### src/hw/rtl/hsc_pkg.sv
// ----------------------------------------------------------------------------
// hsc_pkg: shared types and constants of the Hall commutator
// Register map codes, commutation tables and the structs passed between units.
// ----------------------------------------------------------------------------
package hsc_pkg;

	localparam int unsigned DUTY_W   = 9;
	localparam int unsigned PERIOD_W = 16;
	localparam int unsigned TIME_W   = 17;
	localparam int unsigned GATE_W   = 6;

	localparam logic [DUTY_W-1:0]   DUTY_ONE     = 9'd256;
	localparam logic [PERIOD_W-1:0] PERIOD_RESET = 16'd10000;
	localparam logic [TIME_W-1:0]   TIME_MAX     = 17'h1FFFF;

	// Register indexes on the configuration port (word address).
	localparam logic [1:0] REG_DUTY      = 2'd0;
	localparam logic [1:0] REG_DIRECTION = 2'd1;
	localparam logic [1:0] REG_PERIOD    = 2'd2;

	// Gate bit order: a_high, a_low, b_high, b_low, c_high, c_low from bit 0.
	// Hall index is c,b,a from the top; 000 and 111 leave every switch off.
	localparam logic [GATE_W-1:0] PATTERN_CW [8] = '{
		6'h00, 6'h21, 6'h06, 6'h24, 6'h18, 6'h09, 6'h12, 6'h00
	};
	localparam logic [GATE_W-1:0] PATTERN_ACW [8] = '{
		6'h00, 6'h12, 6'h09, 6'h18, 6'h24, 6'h06, 6'h21, 6'h00
	};

	typedef struct packed {
		logic [DUTY_W-1:0]   duty;
		logic                direction;
		logic [PERIOD_W-1:0] period;
	} cfg_t;

	typedef struct packed {
		logic [GATE_W-1:0] pattern;
		logic              hall_edge;
	} comm_t;

	typedef struct packed {
		logic [GATE_W-1:0] gate;
		logic              bridge_on;
	} drive_t;

endpackage

### src/hw/rtl/hsc_apb_regs.sv
// ----------------------------------------------------------------------------
// hsc_apb_regs: configuration registers
// Holds duty, direction and period behind an APB-style port.
// ----------------------------------------------------------------------------
module hsc_apb_regs (
	input  logic               clk,
	input  logic               arst_n,
	input  logic               psel,
	input  logic               penable,
	input  logic               pwrite,
	input  logic [3:0]         paddr,
	input  logic [31:0]        pwdata,
	output logic [31:0]        prdata,
	output logic               pready,
	output hsc_pkg::cfg_t      cfg
);

	logic [hsc_pkg::DUTY_W-1:0]   duty_q;
	logic                         direction_q;
	logic [hsc_pkg::PERIOD_W-1:0] period_q;
	logic                         wr_en;

	assign pready = 1'b1;
	assign wr_en  = psel && penable && pwrite && pready;

	always_ff @(posedge clk or negedge arst_n) begin
		if (!arst_n) begin
			duty_q      <= hsc_pkg::DUTY_ONE;
			direction_q <= 1'b0;
			period_q    <= hsc_pkg::PERIOD_RESET;
		end else if (wr_en) begin
			unique case (paddr[3:2])
				hsc_pkg::REG_DUTY:      duty_q      <= pwdata[hsc_pkg::DUTY_W-1:0];
				hsc_pkg::REG_DIRECTION: direction_q <= pwdata[0];
				hsc_pkg::REG_PERIOD:    period_q    <= pwdata[hsc_pkg::PERIOD_W-1:0];
				default: ;
			endcase
		end
	end

	always_comb begin
		unique case (paddr[3:2])
			hsc_pkg::REG_DUTY:      prdata = {23'd0, duty_q};
			hsc_pkg::REG_DIRECTION: prdata = {31'd0, direction_q};
			hsc_pkg::REG_PERIOD:    prdata = {16'd0, period_q};
			default:                prdata = 32'd0;
		endcase
	end

	assign cfg = '{duty: duty_q, direction: direction_q, period: period_q};

endmodule

### src/hw/rtl/hsc_commutator.sv
// ----------------------------------------------------------------------------
// hsc_commutator: Hall decode and edge detection
// Looks up the six-step pattern and flags a change of the Hall bit count to a nonzero value.
// ----------------------------------------------------------------------------
module hsc_commutator (
	input  logic          clk,
	input  logic          arst_n,
	input  logic          update,
	input  logic [2:0]    hall,
	input  logic          direction,
	output hsc_pkg::comm_t comm
);

	logic [2:0] last_hall_q;
	logic [1:0] old_sum;
	logic [1:0] new_sum;

	assign old_sum = 2'(last_hall_q[0]) + 2'(last_hall_q[1]) + 2'(last_hall_q[2]);
	assign new_sum = 2'(hall[0]) + 2'(hall[1]) + 2'(hall[2]);

	assign comm.hall_edge = ((old_sum == 2'd0) || (old_sum != new_sum)) && (new_sum != 2'd0);
	assign comm.pattern   = direction ? hsc_pkg::PATTERN_ACW[hall] : hsc_pkg::PATTERN_CW[hall];

	always_ff @(posedge clk or negedge arst_n) begin
		if (!arst_n) begin
			last_hall_q <= 3'd0;
		end else if (update) begin
			last_hall_q <= hall;
		end
	end

endmodule

### src/hw/rtl/hsc_pwm_core.sv
// ----------------------------------------------------------------------------
// hsc_pwm_core: software PWM timer and gate state
// Accumulates elapsed time, toggles the bridge and holds the gate drive.
// ----------------------------------------------------------------------------
module hsc_pwm_core (
	input  logic                         clk,
	input  logic                         arst_n,
	input  logic                         update,
	input  logic [hsc_pkg::PERIOD_W-1:0] elapsed,
	input  hsc_pkg::comm_t               comm,
	input  hsc_pkg::cfg_t                cfg,
	output hsc_pkg::drive_t              drive_next
);

	logic [hsc_pkg::GATE_W-1:0]   gate_drive_q;
	logic                         on_phase_q;
	logic [hsc_pkg::TIME_W-1:0]   time_in_phase_q;
	logic [hsc_pkg::PERIOD_W-1:0] phase_length_q;

	logic [hsc_pkg::DUTY_W-1:0]   duty;
	logic [hsc_pkg::DUTY_W-1:0]   factor;
	logic [23:0]                  product;
	logic [hsc_pkg::TIME_W:0]     time_sum;
	logic [hsc_pkg::TIME_W-1:0]   time_sat;
	logic                         phase_end;

	logic [hsc_pkg::GATE_W-1:0]   gate_next;
	logic                         on_next;
	logic [hsc_pkg::TIME_W-1:0]   time_next;
	logic [hsc_pkg::PERIOD_W-1:0] length_next;

	// Duty codes above one are taken as fully on.
	assign duty    = (cfg.duty > hsc_pkg::DUTY_ONE) ? hsc_pkg::DUTY_ONE : cfg.duty;
	// The next phase is off-time when the bridge is on now, else on-time.
	assign factor  = on_phase_q ? (hsc_pkg::DUTY_ONE - duty) : duty;
	assign product = 24'(cfg.period) * 24'(factor);

	assign time_sum  = 18'(time_in_phase_q) + 18'(elapsed);
	assign time_sat  = time_sum[hsc_pkg::TIME_W] ? hsc_pkg::TIME_MAX
	                                             : time_sum[hsc_pkg::TIME_W-1:0];
	assign phase_end = time_sat >= 17'(phase_length_q);

	always_comb begin
		gate_next   = gate_drive_q;
		on_next     = on_phase_q;
		time_next   = time_sat;
		length_next = phase_length_q;
		if (phase_end) begin
			time_next   = '0;
			on_next     = !on_phase_q;
			gate_next   = on_phase_q ? '0 : comm.pattern;
			length_next = product[23:8];
		end else if (on_phase_q && comm.hall_edge) begin
			gate_next = comm.pattern;
		end
	end

	always_ff @(posedge clk or negedge arst_n) begin
		if (!arst_n) begin
			gate_drive_q    <= '0;
			on_phase_q      <= 1'b0;
			time_in_phase_q <= '0;
			phase_length_q  <= '0;
		end else if (update) begin
			gate_drive_q    <= gate_next;
			on_phase_q      <= on_next;
			time_in_phase_q <= time_next;
			phase_length_q  <= length_next;
		end
	end

	assign drive_next = '{gate: gate_next, bridge_on: on_next};

endmodule

### src/hw/rtl/hall_six_step_commutator_pwm_unit.sv
// ----------------------------------------------------------------------------
// hall_six_step_commutator_pwm_unit: six-step Hall commutator with PWM
// The result register offers a result after its request leaves stage one.
// One request per cycle unless results stall; the timer state updates per request.
// The input register and the result register run as a two-entry pipeline.
// Reset clears the pipeline, Hall history, timer and gates; registers take
// their documented reset values (full duty, clockwise, 10000 us period).
// ----------------------------------------------------------------------------
module hall_six_step_commutator_pwm_unit (
	input  logic        clk,
	input  logic        arst_n,
	// Input stream requests.
	input  logic        s_tvalid,
	output logic        s_tready,
	input  logic [23:0] s_tdata,   // hall_a, hall_b, hall_c, elapsed_us[15:0], zero fill
	// Result stream requests.
	output logic        m_tvalid,
	input  logic        m_tready,
	output logic [7:0]  m_tdata,   // a_high, a_low, b_high, b_low, c_high, c_low,
	                               // bridge_on, hall_edge
	// Configuration port.
	input  logic        psel,
	input  logic        penable,
	input  logic        pwrite,
	input  logic [3:0]  paddr,
	input  logic [31:0] pwdata,
	output logic [31:0] prdata,
	output logic        pready
);

	hsc_pkg::cfg_t   cfg;
	hsc_pkg::comm_t  comm;
	hsc_pkg::drive_t drive_next;

	// Stage one holds the accepted request; the result register holds its answer.
	logic        valid_s1;
	logic [2:0]  hall_s1;
	logic [15:0] elapsed_s1;
	logic        out_valid_q;
	logic [7:0]  out_data_q;
	logic        advance;
	logic        update;

	// The result register can take a new answer when it is empty or being drained.
	assign advance  = !out_valid_q || m_tready;
	// Stage one can accept whenever it is empty or moving on in this cycle.
	assign s_tready = !valid_s1 || advance;
	// The state of the commutator and the timer moves once per request.
	assign update   = valid_s1 && advance;

	always_ff @(posedge clk or negedge arst_n) begin
		if (!arst_n) begin
			valid_s1 <= 1'b0;
		end else if (s_tready) begin
			valid_s1 <= s_tvalid;
		end
	end

	always_ff @(posedge clk) begin
		if (s_tvalid && s_tready) begin
			hall_s1    <= s_tdata[2:0];
			elapsed_s1 <= s_tdata[18:3];
		end
	end

	hsc_apb_regs u_regs (
		.clk     (clk),
		.arst_n  (arst_n),
		.psel    (psel),
		.penable (penable),
		.pwrite  (pwrite),
		.paddr   (paddr),
		.pwdata  (pwdata),
		.prdata  (prdata),
		.pready  (pready),
		.cfg     (cfg)
	);

	hsc_commutator u_comm (
		.clk       (clk),
		.arst_n    (arst_n),
		.update    (update),
		.hall      (hall_s1),
		.direction (cfg.direction),
		.comm      (comm)
	);

	hsc_pwm_core u_pwm (
		.clk        (clk),
		.arst_n     (arst_n),
		.update     (update),
		.elapsed    (elapsed_s1),
		.comm       (comm),
		.cfg        (cfg),
		.drive_next (drive_next)
	);

	always_ff @(posedge clk or negedge arst_n) begin
		if (!arst_n) begin
			out_valid_q <= 1'b0;
		end else if (advance) begin
			out_valid_q <= valid_s1;
		end
	end

	// The result is packed with the gates in the low bits, then bridge and edge.
	always_ff @(posedge clk) begin
		if (update) begin
			out_data_q <= {comm.hall_edge, drive_next.bridge_on, drive_next.gate};
		end
	end

	assign m_tvalid = out_valid_q;
	assign m_tdata  = out_data_q;

	// Gates can only be driven during on-time.
	assert property (@(posedge clk) disable iff (!arst_n)
		m_tvalid && (m_tdata[5:0] != 6'd0) |-> m_tdata[6])
		else $error("gates driven while bridge is off");

	// No phase ever has its source and sink switch on together.
	assert property (@(posedge clk) disable iff (!arst_n)
		m_tvalid |-> !(m_tdata[0] && m_tdata[1]) && !(m_tdata[2] && m_tdata[3])
		             && !(m_tdata[4] && m_tdata[5]))
		else $error("shoot-through in gate pattern");

	// An empty result register never blocks the input side.
	assert property (@(posedge clk) disable iff (!arst_n)
		!m_tvalid |-> s_tready)
		else $error("input stalled with an empty result register");

	// A request held in stage one stays there until it can move on.
	assert property (@(posedge clk) disable iff (!arst_n)
		valid_s1 && !advance |=> valid_s1 && $stable(hall_s1) && $stable(elapsed_s1))
		else $error("stalled request lost from stage one");

endmodule
### config.mk
export PLATFORM = sky130hd
export DESIGN_NAME = hall_six_step_commutator_pwm_unit
export DESIGN_NICKNAME = d
export VERILOG_FILES = /design/src/hw/rtl/hsc_pkg.sv /design/src/hw/rtl/hsc_apb_regs.sv /design/src/hw/rtl/hsc_commutator.sv /design/src/hw/rtl/hsc_pwm_core.sv /design/src/hw/rtl/hall_six_step_commutator_pwm_unit.sv
export SDC_FILE = /design/constraint.sdc
export NUM_CORES = 1
export LEC_CHECK = 0
export BUFFER_PORTS_ARGS = -buffer_cell sky130_fd_sc_hd__buf_2
export CAP_MARGIN = 10
export CORE_ASPECT_RATIO = 0.9
export CORE_MARGIN = 1
export CORE_UTILIZATION = 30
export CTS_BUF_LIST = sky130_fd_sc_hd__clkbuf_8
export DETAILED_ROUTE_END_ITERATION = 8
export PLACE_DENSITY = 0.43
export SKIP_CTS_REPAIR_TIMING = 1
export SYNTH_ARGS = -nofsm -noshare
export SYNTH_HDL_FRONTEND = slang
export SYNTH_HIERARCHICAL = 1
export SYNTH_SLANG_ARGS = --single-unit
export TNS_END_PERCENT = 20
### constraint.sdc
create_clock -name clk -period 8.7 [get_ports clk]
set_input_delay 1.305 -clock clk [delete_from_list [all_inputs] [get_ports clk]]
set_output_delay 1.305 -clock clk [all_outputs]
set_load 0.1 [all_outputs]
-- Word-level counts from Yosys, hierarchy flattened
Memories as Yosys holds them, arrays and structs flattened.
Cells that the tools add are included.
- $add $sub $neg: 6
- equal/unequal tests: 3
- reduce and logical (&&, ||, !) cells: 19
- bitwise gates (word level): 1
- $mul: 1
- muxes and demuxes: 14
- order comparisons: 3
- operators with widths (operator ; count):
    two-way mux 6 bit ; 8
    case mux 16 bit (3 select lines) ; 1
    two-way mux 17 bit ; 2
    multiplier 16 x 9 -> 24 bit ; 1
    adder 17 x 16 -> 18 bit ; 1
    two-way mux 9 bit ; 2
    greater-or-equal comparator 17 x 16 -> 1 bit ; 1
    > comparator 9 bit (second input constant) ; 1
    subtractor 9 bit (first input constant) ; 1
    AND reduction 2 bit ; 4
    logical AND 1 bit ; 6
    adder 1 x 1 -> 2 bit ; 2
    adder 2 x 1 -> 2 bit ; 2
    greater-or-equal comparator 4 bit (second input constant) ; 1
    logical NOT 2 bit ; 2
    NOT 3 -> 4 bit ; 1
    logical NOT 1 bit ; 3
    logical OR 1 bit ; 3
    equality test 2 x 1 -> 1 bit (second input constant) ; 1
    equality test 2 bit (second input constant) ; 1
    != test 2 bit ; 1
    nonzero test 2 bit ; 1
    two-way mux 1 bit ; 1
- word-level logic and storage cells: 62
- memories: 2
- flip-flop bits (word level): 98
- ROM bits: 96
- memories (memory ; words ; bits a word ; rd ports ; clocked after memory_dff ; write ports ; RTL line ; source):
    (no name shown) ; 8 ; 6 ; 1 ; 0 ; 0 ; hsc_commutator.sv:22 ; assign comm.pattern = direction ? hsc_pkg::PATTERN_ACW[hall] : hsc_pkg::PATTERN_CW[hall];
    (no name shown) ; 8 ; 6 ; 1 ; 0 ; 0 ; hsc_commutator.sv:22 ;

-- Logic depth before layout (Yosys ltp)
Gate-level depths: netlist of the first run.
- word-level depth: 8
- mapped depth: 27

-- By module
Netlist of the first run, hierarchy kept.
- by module, submodules not included (module ; cells each ; area an instance (µm²) ; instances):
    hsc_pwm_core ; 873 ; 7503.4 ; 1
    hsc_apb_regs ; 107 ; 1381.3 ; 1
    hall_six_step_commutator_pwm_unit ; 35 ; 914.6 ; 1
    hsc_commutator ; 27 ; 312.8 ; 1

-- Least setup slack after synthesis of the first run
No wires, ideal clock.
- path type: flip-flop to flip-flop
- start point: register u_regs/duty_q[8] in the netlist's numbering
- end point: register u_pwm/phase_length_q[15] in the netlist's numbering
- slack: 1978 ps
- clock period less this slack: 6722 ps
- arrival time: 6597 ps
- setup time: 125 ps
- data required time: 8575 ps
- cell stages (with the launch flop): 28
- path through: dfstp_2 -> clkbuf_1 -> nor2b_1 -> inv_1 -> ha_1 -> o21ai_0 -> nor3_1 -> o21ai_0 -> o21ai_0 -> a22oi_1 -> clkbuf_1 -> nand2b_1 -> fa_1 -> fa_1 -> inv_1 -> fa_1 -> inv_1 -> fa_1 -> inv_1 -> ha_1 -> a211o_1 -> a311o_1 -> a32oi_2 -> a211oi_2 -> a211o_1 -> o31ai_2 -> xnor2_1 -> mux2_2
- cells in the longest elaborated chain, start to end: 5
- RTL lines (item ; RTL line ; source):
    start: declaration ; hsc_apb_regs.sv:18 ; logic [hsc_pkg::DUTY_W-1:0] duty_q;
    start signal: assignment ; hsc_apb_regs.sv:28 ; duty_q <= hsc_pkg::DUTY_ONE;
    start signal: assignment ; hsc_apb_regs.sv:33 ; hsc_pkg::REG_DUTY: duty_q <= pwdata[hsc_pkg::DUTY_W-1:0];
    > comparator 9 bit ; hsc_pwm_core.sv:33 ; assign duty = (cfg.duty > hsc_pkg::DUTY_ONE) ? hsc_pkg::DUTY_ONE : cfg.duty;
    two-way mux 9 bit * ; hsc_pwm_core.sv:33 ;
    subtractor 9 bit ; hsc_pwm_core.sv:35 ; assign factor = on_phase_q ? (hsc_pkg::DUTY_ONE - duty) : duty;
    two-way mux 9 bit * ; hsc_pwm_core.sv:35 ;
    multiplier 16 x 9 -> 24 bit * ; hsc_pwm_core.sv:36 ; assign product = 24'(cfg.period) * 24'(factor);
    end signal: assignment ; hsc_pwm_core.sv:68 ; phase_length_q <= length_next;
    end: declaration ; hsc_pwm_core.sv:18 ; logic [hsc_pkg::PERIOD_W-1:0] phase_length_q;
Mark *: on every way between the ends. The rest lies on a longest branch, timed or not.
A chain may end at the register's enable or synchronous reset.

-- Worst setup path in the final report of the first run
Same ends and word-level chain as after synthesis.

==> results of run 1 <==
-- worst max path at each step --
stage                                to  depth (start not counted)             start
6_report       u_pwm/phase_length_q[15]                         25  u_regs/duty_q[8]
5_1_grt        u_pwm/phase_length_q[15]                         25  u_regs/duty_q[8]
4_1_cts        u_pwm/phase_length_q[15]                         27  u_regs/duty_q[8]
3_5_place_dp   u_pwm/phase_length_q[15]                         27  u_regs/duty_q[8]
3_3_place_gp   u_pwm/phase_length_q[15]                         27  u_regs/duty_q[8]
2_1_floorplan  u_pwm/phase_length_q[15]                         27  u_regs/duty_q[8]
-- per-stage QoR --
stage | cells | utilization (%)
finish | 1521 | 33.26
global route | 1521 | 33.26
CTS | 1521 | 33.26
detailed placement | 1505 | 32.74
global placement | 1505 | 32.74
floorplan | 1057 | -
-- Yosys cell counts (all sizes together) (27+ instances only) --
cell	number	area, um^2
mux2	35	435.4
nand2	121	454.2
o21ai	37	188.9
nor2b	34	212.7
buf	32	230.2
nor2	36	137.6
ha	74	925.9
inv	148	555.5
and2	59	371.6
a21oi	32	160.2
edfxtp	27	810.8
dfrtp	65	1627
fa	100	2002
-- metal layers --
layer | track usage, % | vias up | routed length [um]
met5 | 0 | - | 0
met4 | 3.937 | 0 | 274
met3 | 2.216 | 14 | 549
met2 | 23.42 | 83 | 10880
met1 | 22.35 | 3479 | 12920
li1 | - | 3497 | -
-- cell families after synthesis --
kind of cell    synth area share [%]
compound gates                 10.99
flops                          25.66
simple gates                   16.04
mux                            6.583
xor+xnor                       3.118
other cells                  0.07427
fa+ha+maj                      28.95
buf+inv                        8.587
-- state kept, by name, indices dropped and copies added, names as in the netlist --
register,flops
u_pwm/time_in_phase_q,17
u_regs/direction_q,1
u_pwm/gate_drive_q,6
m_tdata,8
u_pwm/phase_length_q,16
u_comm/last_hall_q,3
elapsed_s1,16
u_regs/duty_q,9
u_regs/period_q,16
u_pwm/on_phase_q,1
hall_s1,3
valid_s1,1
m_tvalid,1
-- critical path: cells and delay by family, from the launching register on --
| family | cells | cell delay, ps |
|---|---|---|
| AND/OR/NAND/NOR | 4 | 320 |
| buffers and inverters | 5 | 730 |
| adder cells (fa/ha/maj) | 6 | 2610 |
| AO/OA/AOI/OAI | 8 | 2320 |
| XOR/XNOR | 1 | 90 |
| flip-flops | 1 | 660 |
| multiplexers | 1 | 260 |
-- cell type report --
| type | instances | share of cell area [%] |
|---|---|---|
| multi-input combinational | 757 | 61.04 |
| sequential | 98 | 23.62 |
| inverter | 148 | 5.057 |
| tap | 422 | 4.806 |
| clock inverter | 7 | 0.4328 |
| clock buffer | 9 | 1.128 |
| timing repair buffer | 80 | 3.918 |
==> impl_metrics.json, run 1 <==
{
  "antenna_cells": 0,
  "nFillCells": 3432,
  "r2r_setup_slack_ps": 1600,
  "slew_viol_final": 0,
  "cts_inserted_buffers": 9,
  "report.final.hold_viol_count": 0,
  "grt_max_degree": 72,
  "whs_endpoint": "u_pwm/time_in_phase_q[7]",
  "mostFrequentLayoutCell": "inv_1",
  "reg2regPathDepth": 25,
  "seqCellArea_mm2": 0.002595,
  "whs_ps": 506.5,
  "chipWidth_um": 195.5,
  "grt_pass1_vias": 7279,
  "multi_input_area_mm2": 0.006705,
  "outcome": "complete, no violations",
  "tightest_slew_ps": 1002,
  "cts_tree": "built",
  "die_area_mm2": 0.03445,
  "viasPerCell": 4.650,
  "slew_headroom_pct": 33.20,
  "placed_area_mm2": 0.01081,
  "syn_inst": 1042,
  "ys_ff_latch": 98,
  "finalCritPeriodShare_pct": 81.62,
  "holdPathStages": 1,
  "rsz0062_at_grt": "no",
  "die-height_um": 176.2,
  "crit_path_end_kind": "flip-flop",
  "drt_iter0_drc": 284,
  "ys_types": 70,
  "ant_nets": 0,
  "coreArea_mm2": 0.03303,
  "ys_warn_count": 6,
  "clock_path_buffers": 2,
  "cp_max_fo": 15,
  "layout_common_cells": "inv_1 (149), nand2_1 (121), fa_1 (100), ha_1 (74), buf_2 (68)",
  "drc_errors": 0,
  "clock_sinks": 98,
  "clk_latency_ps": 420,
  "fin_crit_ps": 7101,
  "synth_area_per_cell_um2": 9.705,
  "cts_root_buf": "clkbuf_8",
  "ys_seq_area_share_pct": 25.66,
  "setup_viol": 0,
  "antenna_found_initial": 0,
  "path_clk_slew_ps": 110,
  "rr_endpoint": "u_pwm/phase_length_q[15]",
  "rows": 63,
  "timing.fmax_mhz": 140.8,
  "synth-edff-count": 27,
  "initial_core_util_pct": 30.62,
  "setup_tns_ps": 0,
  "slowest_stage": "dfstp_2",
  "critPathKind": "reg2reg",
  "layout-drive-gt1-share_pct": 13.65,
  "skew_ps": 16.09,
  "worst_path_largest_cell_delay_ps": 660,
  "firstDrtPassIters": 4,
  "gp_congestion": 0.7857,
  "crit_arrival_ps": 7410,
  "crit_path_start_kind": "flip-flop",
  "synthesis.area_mm2": 0.01011,
  "grt-ovfl-total": 0,
  "drt-wirelength-per-cell_um": 16.19,
  "crit_path_frequent_cell": "fa_1",
  "async_reset_ff_share_pct": 72.45,
  "num_vias": 7073,
  "num_io_pins": 110,
  "nNetsFinal": 1335,
  "pre_cts_ws_ps": 1547,
  "grt_pass1_wl_um": 40660,
  "fin_area_mm2": 0.01099,
  "grt_usage_pct": 15.26,
  "portBuffers": 69,
  "maxCapViolations": 0,
  "area_delta_synth_final_pct": 8.636,
  "h-tree-depth": 3,
  "finalWorstSetupSlack_ps": 1599,
  "holdCritPathClass": "reg2reg",
  "dp_hpwl_um": 18640,
  "timing.rr.start": "u_regs/duty_q[8]",
  "synth_flop_cell": "dfrtp_1",
  "drt-total-wl_um": 24620,
  "hp-start": "u_pwm/time_in_phase_q[7]",
  "critPathRequiredTime_ps": 9010
}
Power of run 1 is left out: the tool's default activity adds up to more than one toggle a clock period on the data nets, which glitch-free logic cannot reach.
==> run 2, diff against run 1 <==
Settings changed: ABC_AREA set to 1, PLACE_DENSITY 0.43 to 0.45.
Clock period 8.7 ns to 5.7 ns, I/O delays scaled along.
==> impl_metrics.json, run 2 <==
{
  "drt-total-wl_um": 27500,
  "p_leak_nw": 6.500,
  "firstDrtPassIters": 5,
  "crit_arrival_ps": 5740,
  "ys_seq_area_share_pct": 24.84,
  "antenna_found_initial": 0,
  "seq_power_share_pct": 13.7,
  "maxCapViolations": 0,
  "drt-wirelength-per-cell_um": 13.83,
  "ir_drop_uv": 335.2,
  "async_reset_ff_share_pct": 72.45,
  "slew_headroom_pct": 22.82,
  "crit_path_frequent_cell": "nand2_1",
  "regMostFlops": "u_pwm/time_in_phase_q",
  "ys_types": 50,
  "syn_inst": 1400,
  "report.final.hold_viol_count": 0,
  "portBuffers": 69,
  "die_area_mm2": 0.03557,
  "timing.fmax_mhz": 183.9,
  "worst_path_largest_cell_delay_ps": 550,
  "yosysTopAreaCell": "fa_1",
  "intPower_w": 0.003814,
  "largest_reg_flops": 17,
  "p_clk_share_pct": 5.5,
  "initial_core_util_pct": 30.62,
  "rsz0062_at_grt": "yes",
  "fin_crit_ps": 5438,
  "viasPerCell": 4.363,
  "path_buf_inv": 7,
  "grt_pass1_wl_um": 45140,
  "crit_path_end_kind": "flip-flop",
  "grt_max_degree": 66,
  "drt_iter0_drc": 358,
  "die-height_um": 179.0,
  "area_delta_synth_final_pct": 17.32,
  "cp_num_cells": 29,
  "antenna_cells": 0,
  "r2r_setup_slack_ps": 260,
  "slew_viol_final": 0,
  "grt-ovfl-total": 0,
  "layout_common_cells": "nand2_1 (428), inv_1 (257), nor2_1 (131), fa_1 (99), buf_2 (68)",
  "cts_inserted_buffers": 9,
  "cellPowerDensity_mw_per_mm2": 670.1,
  "worst_path_dominant_cell_family": "adder cells",
  "num_io_pins": 110,
  "skew_ps": 17.90,
  "grt_usage_pct": 16.30,
  "cts_root_buf": "clkbuf_8",
  "outcome": "complete, no violations",
  "synthesis.area_mm2": 0.01045,
  "netSwitchingPower_w": 0.004398,
  "ys_warn_count": 6,
  "wl_met1_um": 13960,
  "route.met2.wl_um": 12350,
  "placed_area_mm2": 0.01155,
  "tightest_slew_ps": 1143,
  "ys_ff_latch": 98,
  "highest_layer": "met4",
  "gp_congestion": 0.8292,
  "synthTopCellsByCount": "nand2_1 (448), inv_1 (263), nor2_1 (150)",
  "critPathKind": "reg2reg",
  "layout-drive-gt1-share_pct": 17.43,
  "critPathRequiredTime_ps": 6000,
  "cts_tree": "built",
  "clock_path_buffers": 2,
  "clock_sinks": 98,
  "reg2regPathDepth": 29,
  "chipWidth_um": 198.7,
  "slowest_stage": "fa_1",
  "coreArea_mm2": 0.03411,
  "drc_errors": 0,
  "synth_flop_cell": "dfrtp_1",
  "nNetsFinal": 1762,
  "synth.most_common_cell": "nand2_1",
  "mostFrequentLayoutCell": "nand2_1",
  "synth_area_leaders": "fa_1 (19%), nand2_1 (16%), dfrtp_1 (16%), inv_1 (9.5%), ha_1 (8.9%)",
  "setup_tns_ps": 0,
  "h-tree-depth": 3,
  "pwr-share-comb_pct": 80.8,
  "synth_area_per_cell_um2": 7.462,
  "netlist.area_leader.share_pct": 19.16,
  "rr_endpoint": "u_pwm/phase_length_q[12]",
  "switching_share_pct": 53.56,
  "path_clk_slew_ps": 110,
  "finalCritPeriodShare_pct": 95.40,
  "clk_latency_ps": 400,
  "timing.rr.start": "u_regs/duty_q[8]",
  "crit_path_start_kind": "flip-flop",
  "grt_pass1_vias": 8746,
  "dp_hpwl_um": 22090,
  "cp_max_fo": 5,
  "wl_met3_um": 681,
  "num_vias": 8673,
  "ant_nets": 0,
  "setup_viol": 0,
  "rows": 64,
  "fin_area_mm2": 0.01226,
  "holdCritPathClass": "in2async",
  "synth-edff-count": 27
}
-- run 2: cell types whose count changed in the layout (fill, tap and decap cells not counted), moves of 13 or more --
cell and delta:
nand2_1 +307, inv_1 +108, nor2_1 +96, and2_1 -58, buf_4 +49, nor2b_1 -33, nand3_1 +27, mux2_2 -24
mux2i_1 -23, nand2_2 +23, nand2b_1 -23, ha_1 -13, nor2_2 +13
-- run 2: routing by layer --
metal	vias to the layer above	GRT usage (%)
li1	4457	-
met1	4055	22.62
met2	135	26.19
met3	26	2.351
met4	0	4.872
met5	-	0
-- run 2: cells by family (layout without fill, tap and decap cells) --
family	count (synthesis)	after routing	share of synthesized area, %
XOR/XNOR	26	26	2.180
AO/OA/AOI/OAI	109	109	5.833
flip-flops	98	98	24.84
adder cells (fa/ha/maj)	174	174	28.03
AND/OR/NAND/NOR	679	679	26.52
buffers and inverters	312	423	12.53
other	2	17	0.07189
-- run 2: worst max-delay path by stage --
stage	startpoint	end	slack [ps]
2_1_floorplan	u_regs/duty_q[8]	u_pwm/phase_length_q[15]	200
3_3_place_gp	u_regs/duty_q[8]	u_pwm/phase_length_q[14]	-40
3_5_place_dp	u_regs/duty_q[8]	u_pwm/phase_length_q[14]	-60
4_1_cts	u_regs/duty_q[8]	u_pwm/phase_length_q[14]	-100
5_1_grt	u_regs/duty_q[8]	u_pwm/phase_length_q[10]	-80
6_report	u_regs/duty_q[8]	u_pwm/phase_length_q[12]	260
-- run 2: power groups by stage --
stage / sequential, W / clock (W) / combinational, W
6_report: 0.00112 / 0.000453 / 0.00664
5_1_grt: 0.00115 / 0.000503 / 0.00755
4_1_cts: 0.00113 / 0.000478 / 0.00594
3_5_place_dp: 0.00114 / 0 / 0.00590
3_3_place_gp: 0.00114 / 0 / 0.00588
2_1_floorplan: 0.00120 / 0 / 0.00392
-- run 2: metrics by stage --
stage | cells | power, W | setup WS [ps] | hold WS [ps] | util [%]
global placement | 1957 | 0.007017 | -41.99 | 463.9 | 33.85
CTS | 1973 | 0.007546 | -97.28 | 209.6 | 34.38
detailed placement | 1957 | 0.007041 | -63.81 | 464.8 | 33.85
finish | 1988 | 0.008212 | 262.0 | 244.0 | 35.93
global route | 1988 | 0.009204 | -82.27 | 217.4 | 35.93
floorplan | 1415 | 0.005128 | 203.0 | 448.3 | -
-- run 2: area by class of cell --
cell class / instances / area, um^2
Fill cell: 3708 / 21860
Clock buffer: 9 / 123.9
Clock inverter: 7 / 58.81
Multi-Input combinational cell: 1005 / 6970
Timing Repair Buffer: 137 / 897.1
Tap cell: 462 / 578.1
Timing Repair inverter: 1 / 7.507
Inverter: 269 / 1025
Sequential cell: 98 / 2595
Power figures use the tool's default switching activity.
==> run 3, diff against run 2 <==
Settings changed: CORE_UTILIZATION 30 to 45, PLACE_DENSITY 0.45 to 0.63.
==> impl_metrics.json, run 3 (synthesized netlist as in run 2, its figures left out) <==
{
  "skew_ps": 21.00,
  "pre_cts_ws_ps": -55.51,
  "viasPerCell": 4.896,
  "clock_path_buffers": 2,
  "cp_max_fo": 5,
  "fin_crit_ps": 5561,
  "critPathRequiredTime_ps": 5970,
  "die-height_um": 146.5,
  "drt-wirelength-per-cell_um": 14.07,
  "rows": 52,
  "wl_met3_um": 1195,
  "outcome": "complete, no violations",
  "critPathKind": "reg2reg",
  "drt-total-wl_um": 25680,
  "h-tree-depth": 3,
  "grt_pass1_vias": 8719,
  "drt_iter0_drc": 480,
  "slew_headroom_pct": 31.34,
  "wl_met1_um": 11990,
  "worst_path_dominant_cell_family": "adder cells",
  "cts_inserted_buffers": 9,
  "grt-ovfl-total": 0,
  "ant_nets": 0,
  "report.final.hold_viol_count": 0,
  "coreArea_mm2": 0.02264,
  "whs_ps": 492.5,
  "layout-drive-gt1-share_pct": 17.47,
  "cts_tree": "built",
  "maxCapViolations": 0,
  "antenna_cells": 0,
  "finalWorstSetupSlack_ps": 139.2,
  "area_delta_synth_final_pct": 15.36,
  "path_buf_inv": 8,
  "slowest_stage": "dfstp_2",
  "num_vias": 8936,
  "route.met2.wl_um": 12140,
  "grt_max_degree": 72,
  "crit_arrival_ps": 5830,
  "die_area_mm2": 0.02383,
  "chipWidth_um": 162.6,
  "crit_path_frequent_cell": "fa_1",
  "slew_viol_final": 0,
  "firstDrtPassIters": 5,
  "antenna_found_initial": 0,
  "holdCritPathClass": "reg2reg",
  "finalCritPeriodShare_pct": 97.56,
  "grt_usage_pct": 22.18,
  "stdcell_count": 1825,
  "regMostFlops": "u_pwm/time_in_phase_q",
  "initial_core_util_pct": 46.14,
  "mostFrequentLayoutCell": "nand2_1",
  "path_clk_slew_ps": 110,
  "clock_sinks": 98,
  "dpl.cell_count": 1798,
  "worst_path_largest_cell_delay_ps": 560,
  "layout_common_cells": "nand2_1 (434), inv_1 (253), nor2_1 (132), fa_1 (98), buf_2 (68)",
  "timing.fmax_mhz": 179.8,
  "largest_reg_flops": 17,
  "rsz0062_at_grt": "yes",
  "tightest_slew_ps": 1017,
  "drc_errors": 0,
  "num_io_pins": 110,
  "grt_pass1_wl_um": 42010,
  "crit_path_start_kind": "flip-flop",
  "cts_root_buf": "clkbuf_8",
  "clk_latency_ps": 390,
  "gp_congestion": 0.8949,
  "setup_viol": 0,
  "dp_hpwl_um": 20250,
  "highest_layer": "met4",
  "crit_path_end_kind": "flip-flop",
  "portBuffers": 69,
  "setup_tns_ps": 0,
  "nNetsFinal": 1764
}
## run 3: changes by cell type in the layout (fill, tap and decap cells not counted), sizes merged
cell    change
bufinv      +1
clkinv      -1
clkbuf      +2
inv         -2
buf         +2
## run 3: worst register-to-register path, delay by kind of cell, from the launching register on
kind / cells / cell delay (ps)
xor+xnor: 1 / 190
flops: 1 / 560
fa+ha+maj: 6 / 2500
compound gates: 2 / 160
buf+inv: 8 / 940
simple gates: 10 / 1100
## run 3: cell type report
class | count | area (um^2)
fill | 2248 | 10590
clock buffer | 10 | 137.6
inverter | 269 | 1028
clock inverter | 6 | 82.58
multi-input combinational | 1005 | 6927
timing repair buffer | 140 | 908.4
sequential | 98 | 2595
tap | 297 | 371.6
## run 3: per-stage QoR
step / cell area, um^2 / utilization [%]
2_1_floorplan: 10500 / -
3_3_place_gp: 11380 / 50.28
3_5_place_dp: 11380 / 50.28
4_1_cts: 11600 / 51.25
5_1_grt: 12050 / 53.22
6_report: 12050 / 53.22
## run 3: metal layers
layer | vias to the layer above | GRT usage, %
met1 | 4259 | 31.07
met5 | - | 0
met3 | 28 | 3.295
met4 | 0 | 5.374
met2 | 211 | 36.00
li1 | 4438 | -
## run 3: final timing paths
| kind | startpoint | end | slack, ps | depth (start not counted) |
|---|---|---|---|---|
| min in group asynchronous | arst_n | valid_s1 | 600 | 1 |
| setup / recovery | u_regs/duty_q[8] | u_pwm/phase_length_q[13] | 140 | 27 |
| hold / removal | u_pwm/phase_length_q[15] | u_pwm/phase_length_q[15] | 490 | 2 |
| max in group asynchronous | arst_n | u_pwm/phase_length_q[4] | 4470 | 1 |
| setup reg to reg | u_regs/duty_q[8] | u_pwm/phase_length_q[13] | 140 | 27 |
| hold reg to reg | u_pwm/phase_length_q[15] | u_pwm/phase_length_q[15] | 490 | 2 |
Power of run 3 is left out for the same reason.
